`config.mk`:
```
export PLATFORM = sky130hd
export DESIGN_NAME = telemetry_sentence_framer_crc16_top
export DESIGN_NICKNAME = d
export VERILOG_FILES = /design/src/hw/rtl/tsfcrc_pkg.sv /design/src/hw/rtl/telemetry_sentence_framer_crc16_top.sv
export SDC_FILE = /design/constraint.sdc
export NUM_CORES = 1
export LEC_CHECK = 0
export BUFFER_PORTS_ARGS = -buffer_cell sky130_fd_sc_hd__buf_2
export CAP_MARGIN = 40
export CELL_PAD_IN_SITES_DETAIL_PLACEMENT = 0
export CELL_PAD_IN_SITES_GLOBAL_PLACEMENT = 2
export CORE_ASPECT_RATIO = 0.8
export CORE_MARGIN = 2
export CORE_UTILIZATION = 42
export DETAILED_ROUTE_END_ITERATION = 8
export HOLD_SLACK_MARGIN = 0.12
export PLACE_DENSITY_LB_ADDON = 0.1
export SLEW_MARGIN = 20
export SYNTH_ARGS = -nofsm -noshare
export SYNTH_HDL_FRONTEND = slang
export SYNTH_SLANG_ARGS = --single-unit
export TNS_END_PERCENT = 1
```
`constraint.sdc`:
```
create_clock -name i_clk -period 4.9 [get_ports i_clk]
set_input_delay 0.98 -clock i_clk [delete_from_list [all_inputs] [get_ports i_clk]]
set_output_delay 0.98 -clock i_clk [all_outputs]
set_load 0.1 [all_outputs]
```
`src/hw/rtl/tsfcrc_pkg.sv`:
```
// tsfcrc_pkg: constants, step codes and helper functions for the sentence framer
// used by telemetry_sentence_framer_crc16_top; no other dependencies
`timescale 1ns / 1ps

package tsfcrc_pkg;

    // crc-16/ccitt constants
    localparam logic [15:0] CRC_POLY   = 16'h1021;
    localparam logic [15:0] CRC_INIT   = 16'hFFFF;

    // framing characters
    localparam logic [7:0]  PREFIX_CHAR  = 8'h24;
    localparam logic [7:0]  STAR_CHAR    = 8'h2A;
    localparam logic [7:0]  NEWLINE_CHAR = 8'h0A;

    // output step index within one item's beat run
    typedef logic [3:0] t_step;

    localparam t_step STEP_PREFIX_FIRST = 4'd0;
    localparam t_step STEP_PREFIX_LAST  = 4'd5;
    localparam t_step STEP_BODY         = 4'd6;
    localparam t_step STEP_STAR         = 4'd7;
    localparam t_step STEP_HEX3         = 4'd8;
    localparam t_step STEP_HEX2         = 4'd9;
    localparam t_step STEP_HEX1         = 4'd10;
    localparam t_step STEP_HEX0         = 4'd11;
    localparam t_step STEP_NEWLINE      = 4'd12;

    // fold one byte into the crc, msb first
    function automatic logic [15:0] crc_fold(input logic [15:0] crc, input logic [7:0] b);
        logic [15:0] c;
        c = crc ^ {b, 8'h00};
        for (int k = 0; k < 8; k++) begin
            if (c[15]) begin
                c = {c[14:0], 1'b0} ^ CRC_POLY;
            end else begin
                c = {c[14:0], 1'b0};
            end
        end
        return c;
    endfunction

    // upper-case hex digit for one nibble
    function automatic logic [7:0] hex_char(input logic [3:0] n);
        logic [7:0] ch;
        if (n < 4'd10) begin
            ch = 8'h30 + {4'h0, n};
        end else begin
            ch = 8'h37 + {4'h0, n};
        end
        return ch;
    endfunction

endpackage

```
`src/hw/rtl/telemetry_sentence_framer_crc16_top.sv`:
```
// telemetry_sentence_framer_crc16_top: frames telemetry sentences and appends a crc-16/ccitt
// depends on tsfcrc_pkg
`timescale 1ns / 1ps

// Usage
//   slave channel: one payload character per beat on i_s_tdata, i_s_tlast marks
//   the last character of the sentence body.
//   master channel: one output character per beat on o_m_tdata. o_m_tlast marks
//   the final beat caused by one input beat, o_m_tuser marks the closing newline.
//   Before the first body character six '$' are sent; after the last one comes
//   '*', the crc as four upper-case hex digits and a newline.
// Path: the first output beat of an item goes from the item register, filled by the
//   accepting edge, to the output register.
// Throughput: one output beat per cycle while i_m_tready stays high, set by the single
//   output register. An inner body character gives one beat; an opening one is
//   preceded by the six '$', a closing one followed by '*', the four hex digits and
//   the newline. The next input beat is taken in the cycle the current item's final
//   beat enters the output register.
// Reset: clears the crc to 0xFFFF, returns to "prefix not yet sent" and drops
//   both valid flags.
// Stall: when i_m_tready is low the output beat holds, the sequencer stops and
//   o_s_tready falls once the item register is full.

module telemetry_sentence_framer_crc16_top (
    input  logic       i_clk,
    input  logic       i_rst_n,
    // input stream
    input  logic       i_s_tvalid,
    output logic       o_s_tready,
    input  logic [7:0] i_s_tdata,   // [7:0] payload_byte
    input  logic       i_s_tlast,   // payload_last
    // output stream
    output logic       o_m_tvalid,
    input  logic       i_m_tready,
    output logic [7:0] o_m_tdata,   // [7:0] out_byte
    output logic       o_m_tlast,   // run_end
    output logic       o_m_tuser    // [0] sentence_end
);

    // sentence state
    logic [15:0] r_crc, n_crc;
    logic        r_inside, n_inside;

    // item register
    logic                 r_a_valid, n_a_valid;
    logic [7:0]           r_a_byte;
    logic                 r_a_last;
    logic [15:0]          r_a_crc;
    tsfcrc_pkg::t_step    r_a_idx, n_a_idx;

    // output register
    logic       r_o_valid, n_o_valid;
    logic [7:0] r_o_byte,  n_o_byte;
    logic       r_o_tlast, n_o_tlast;
    logic       r_o_tuser, n_o_tuser;

    logic              adv;
    logic              a_final;
    logic              accept;
    logic              in_open;
    logic [15:0]       fold_base;
    logic [15:0]       folded;
    tsfcrc_pkg::t_step end_idx;
    logic [7:0]        beat_byte;

    // handshake and sequencing control
    assign adv     = !r_o_valid || i_m_tready;
    assign end_idx = r_a_last ? tsfcrc_pkg::STEP_NEWLINE : tsfcrc_pkg::STEP_BODY;
    assign a_final = (r_a_idx == end_idx);
    assign o_s_tready = !r_a_valid || (adv && a_final);
    assign accept  = i_s_tvalid && o_s_tready;

    // crc update for the incoming byte
    assign in_open   = !r_inside;
    assign fold_base = in_open ? tsfcrc_pkg::CRC_INIT : r_crc;
    assign folded    = tsfcrc_pkg::crc_fold(fold_base, i_s_tdata);

    always_comb begin
        n_crc    = r_crc;
        n_inside = r_inside;
        if (accept) begin
            n_crc    = i_s_tlast ? tsfcrc_pkg::CRC_INIT : folded;
            n_inside = !i_s_tlast;
        end
    end

    // character for the current step
    always_comb begin
        case (r_a_idx)
            tsfcrc_pkg::STEP_BODY:    beat_byte = r_a_byte;
            tsfcrc_pkg::STEP_STAR:    beat_byte = tsfcrc_pkg::STAR_CHAR;
            tsfcrc_pkg::STEP_HEX3:    beat_byte = tsfcrc_pkg::hex_char(r_a_crc[15:12]);
            tsfcrc_pkg::STEP_HEX2:    beat_byte = tsfcrc_pkg::hex_char(r_a_crc[11:8]);
            tsfcrc_pkg::STEP_HEX1:    beat_byte = tsfcrc_pkg::hex_char(r_a_crc[7:4]);
            tsfcrc_pkg::STEP_HEX0:    beat_byte = tsfcrc_pkg::hex_char(r_a_crc[3:0]);
            tsfcrc_pkg::STEP_NEWLINE: beat_byte = tsfcrc_pkg::NEWLINE_CHAR;
            default:                  beat_byte = tsfcrc_pkg::PREFIX_CHAR;
        endcase
    end

    // item register next state
    always_comb begin
        n_a_valid = r_a_valid;
        n_a_idx   = r_a_idx;
        if (r_a_valid && adv) begin
            if (a_final) begin
                n_a_valid = 1'b0;
            end else begin
                n_a_idx = r_a_idx + 4'd1;
            end
        end
        if (accept) begin
            n_a_valid = 1'b1;
            n_a_idx   = in_open ? tsfcrc_pkg::STEP_PREFIX_FIRST : tsfcrc_pkg::STEP_BODY;
        end
    end

    // output register next state
    always_comb begin
        n_o_valid = r_o_valid;
        n_o_byte  = r_o_byte;
        n_o_tlast = r_o_tlast;
        n_o_tuser = r_o_tuser;
        if (adv) begin
            n_o_valid = r_a_valid;
            n_o_byte  = beat_byte;
            n_o_tlast = a_final;
            n_o_tuser = (r_a_idx == tsfcrc_pkg::STEP_NEWLINE);
        end
    end

    // control registers
    always_ff @(posedge i_clk) begin
        if (!i_rst_n) begin
            r_crc     <= tsfcrc_pkg::CRC_INIT;
            r_inside  <= 1'b0;
            r_a_valid <= 1'b0;
            r_a_idx   <= tsfcrc_pkg::STEP_PREFIX_FIRST;
            r_o_valid <= 1'b0;
        end else begin
            r_crc     <= n_crc;
            r_inside  <= n_inside;
            r_a_valid <= n_a_valid;
            r_a_idx   <= n_a_idx;
            r_o_valid <= n_o_valid;
        end
    end

    // payload registers
    always_ff @(posedge i_clk) begin
        if (accept) begin
            r_a_byte <= i_s_tdata;
            r_a_last <= i_s_tlast;
            r_a_crc  <= folded;
        end
        r_o_byte  <= n_o_byte;
        r_o_tlast <= n_o_tlast;
        r_o_tuser <= n_o_tuser;
    end

    assign o_m_tvalid = r_o_valid;
    assign o_m_tdata  = r_o_byte;
    assign o_m_tlast  = r_o_tlast;
    assign o_m_tuser  = r_o_tuser;

endmodule

```
==> flow_metrics.py <==
metrics = {
    "yosys": {
        "syn_inst": 282,
        "synth_warnings": 0,
        "syn_nets": 303,
        "synth_mux_area_share_pct": 1.01,
        "yosys.area_share.xor_xnor_pct": 10.9,
        "ys_seq_elements": 58,
        "netlist_area_um2": 2970,
        "avgSynthCellArea_um2": 10.5,
        "synth_area_leaders": "edfxtp_1 (35%), dfxtp_1 (16%), xnor2_1 (6.5%)",
        "yosys.area_share.simple_pct": 13.7,
        "synth_fa_ha_area_share_pct": 3.37,
        "synth_area_leader_cell": "edfxtp_1",
        "synthDistinctLibCells": 41,
        "yosysSeqAreaShare_pct": 50.9,
        "synth_compound_area_share_pct": 15.2,
        "synth_top_family_by_area": "compound AO/OA/AOI/OAI gates",
        "yosysTopAreaCellShare_pct": 35.4,
    },
    "floorplanning": {
        "die_w_um": 98.0,
        "die_area_um2": 7760,
        "die_h_um": 79.2,
        "start_util_pct": 43.3,
        "core-area_um2": 6860,
        "row_count": 27,
        "ios": 25,
    },
    "grt": {
        "grt_overflow_total": 0,
        "antenna_found_initial": 0,
        "track_usage_pct": 17.4,
        "grt_pass1_vias": 1994,
        "grt_max_degree": 21,
        "grt_pass1_wl_um": 10300,
    },
    "setup_path": {
        "cp_slowest_cell": "nand2b_1",
        "cp-end-kind": "output port",
        "cp_num_buf_inv": 2,
        "crit_required_ns": 3.92,
        "path_max_fanout": 13,
        "startpoint_type": "input pin",
        "worst_ep_arrival_time_ns": 2.12,
        "cp_cell_sequence": "buf_2 -> nand2b_1 -> nand2_1 -> nand2_1 -> buf_2",
        "crit_type": "in2out",
        "max_stage_delay_ns": 0.45,
        "cpLargestDelayFamily": "simple AND/OR/NAND/NOR gates",
    },
    "hold_path": {
        "hp-class": "reg2reg",
    },
    "clocking": {
        "htree_levels": 3,
        "clk_path_buf_depth": 2,
        "insertion_delay_ns": 0.33,
        "cts_tree": "done",
        "cts_buffers": 9,
        "cts.sinks": 58,
        "cts-resized-gates": 0,
        "cts-root-buf": "clkbuf_8",
        "post_cts_buffers": 0,
        "path_clk_slew_ns": 0.07,
        "cts_hold_buf": 0,
    },
    "power_and_ir_drop": {
        "seqPwrFrac_pct": 47.2,
        "p_clk_share_pct": 39.2,
        "switchingPower_mw": 0.330,
        "p_sw_share_pct": 27.0,
        "leakage_nw": 1.22,
        "power.internal_mw": 0.892,
        "p_per_area_nw_per_um2": 363,
        "vdd_ir_drop_max_v": 0.000173,
        "p_comb_share_pct": 13.6,
    },
    "placement": {
        "place_ws_ns": 1.76,
        "hpwl_um": 4660,
        "numPortBuffers": 24,
        "place_inst": 383,
        "place_congestion": 0.806,
    },
    "sta": {
        "period_share_pct": 63.4,
        "fin_worst_skew_ns": 0.00878,
        "grt_setup_unrepaired": "false",
        "setup_slack_ns": 1.80,
        "fin_setup_tns_ns": 0,
        "slew_viol_final": 0,
        "period_minus_slack_ns": 3.10,
        "slew_headroom_pct": 54.3,
        "clock.fmax_mhz": 322,
        "hold_viol_final": 0,
        "setup_violations": 0,
        "worst_slew_pin_slew_ns": 0.684,
    },
    "finish": {
        "stdcell_count": 399,
        "area_delta_synth_final_pct": 13.3,
        "layout_commonest_cell": "edfxtp_1",
        "final_nets": 328,
        "drive_gt1_share_pct": 14.7,
        "mostFrequentLayoutCells": "edfxtp_1 (35), nand2_1 (28), buf_2 (24)",
        "n_antenna_cell": 0,
    },
    "drt": {
        "vias": 2103,
        "drt_iter0_drc": 80,
        "drc": 0,
        "drtPass1Iterations": 4,
        "wirelength_um": 6220,
        "wl_per_cell_um": 15.6,
        "ant_nets": 0,
        "viasPerCell": 5.27,
    },
    "run_status": {
        "status": "completed",
    },
    "flow_run": {
        "drv_cap": 0,
    },
}
## power groups by stage
stage / sequential [mW] / combinational [mW] / clock [mW]
final: 0.577 / 0.167 / 0.479
after global routing: 0.581 / 0.183 / 0.514
after CTS: 0.577 / 0.167 / 0.491
after detailed placement: 0.588 / 0.166 / 0
after global placement: 0.588 / 0.166 / 0
after floorplan: 0.604 / 0.105 / 0
## per-layer routing
layer | track usage, % | share of wire [%] | vias to the layer above
met3 | 5.81 | 4.5 | 6
met1 | 23.2 | 50 | 993
met2 | 27.3 | 45 | 40
met4 | 4.58 | 0.95 | 0
met5 | 0 | 0 | -
li1 | - | - | 1064
## cells in the mapped netlist (all sizes together)
| library cell | instances |
|---|---|
| a211oi | 5 |
| inv | 19 |
| nor4b | 3 |
| a31o | 1 |
| xor2 | 15 |
| a2bb2oi | 3 |
| xnor2 | 22 |
| or3 | 4 |
| a32oi | 1 |
| ha | 8 |
| and3 | 3 |
| edfxtp | 35 |
| o21ai | 15 |
| or3b | 1 |
| a221oi | 1 |
| buf | 4 |
| nor2 | 14 |
| nand2b | 3 |
| nor2b | 10 |
| o211ai | 1 |
| and2 | 1 |
| nor3 | 3 |
| dfxtp | 23 |
| clkbuf | 8 |
| a21boi | 3 |
| o32a | 13 |
| nand4 | 2 |
| nand3 | 4 |
| a2111oi | 1 |
| a21oi | 15 |
| o22ai | 3 |
| nor4 | 2 |
| nand3b | 1 |
| nand2 | 29 |
| mux2i | 3 |
| a31oi | 2 |
| nor3b | 1 |
## per-stage QoR
stage / hold slack (ns) / utilization (%) / power [mW] / area (um2)
global placement: 0.453 / 45.7 / 0.754 / 3130
detailed placement: 0.462 / 45.9 / 0.754 / 3150
floorplan: 0.447 / - / 0.709 / 2970
CTS: 0.478 / 49.0 / 1.24 / 3360
global route: 0.498 / 49.0 / 1.28 / 3360
finish: 0.475 / 49.0 / 1.22 / 3360
## cell type report
type,count,area [um2]
Clock inverter,7,92.6
Multi-Input combinational cell,193,1310
Clock buffer,9,124
Sequential cell,58,1510
Tap cell,87,109
Inverter,19,71.3
Timing Repair Buffer,26,143
Fill cell,660,3490
## flip-flops by register name, indices dropped and copies added (netlist names)
name and cells:
r_a_idx 4, o_m_tuser 1, o_m_tlast 1, r_a_crc 16, o_m_tdata 8, r_a_valid 1, r_a_byte 8, r_inside 1
r_a_last 1, r_crc 16, o_m_tvalid 1
## cell families after synthesis
| kind of cell | Yosys count |
|---|---|
| xor+xnor | 37 |
| flops | 58 |
| mux | 3 |
| simple gates | 81 |
| fa+ha+maj | 8 |
| buf+inv | 31 |
| compound gates | 64 |
## worst paths after layout
kind / from / end / slack [ns] / cells after the start
worst max-delay path: i_m_tready / o_s_tready / 1.80 / 5
worst min-delay path: r_crc[5] / r_crc[5] / 0.48 / 1
worst max register to register: r_a_idx[0] / o_m_tdata[2] / 2.70 / 5
worst min register to register: r_crc[5] / r_crc[5] / 0.48 / 1
## worst reg2reg max path, cell delays in order, from the launching register on
cell       delay (ns)
dfxtp_1          0.43
inv_1            0.11
ha_1             0.32
and3_1           0.29
a2111oi_0        0.59
o211ai_1         0.18
Power figures use the tool's default switching activity.
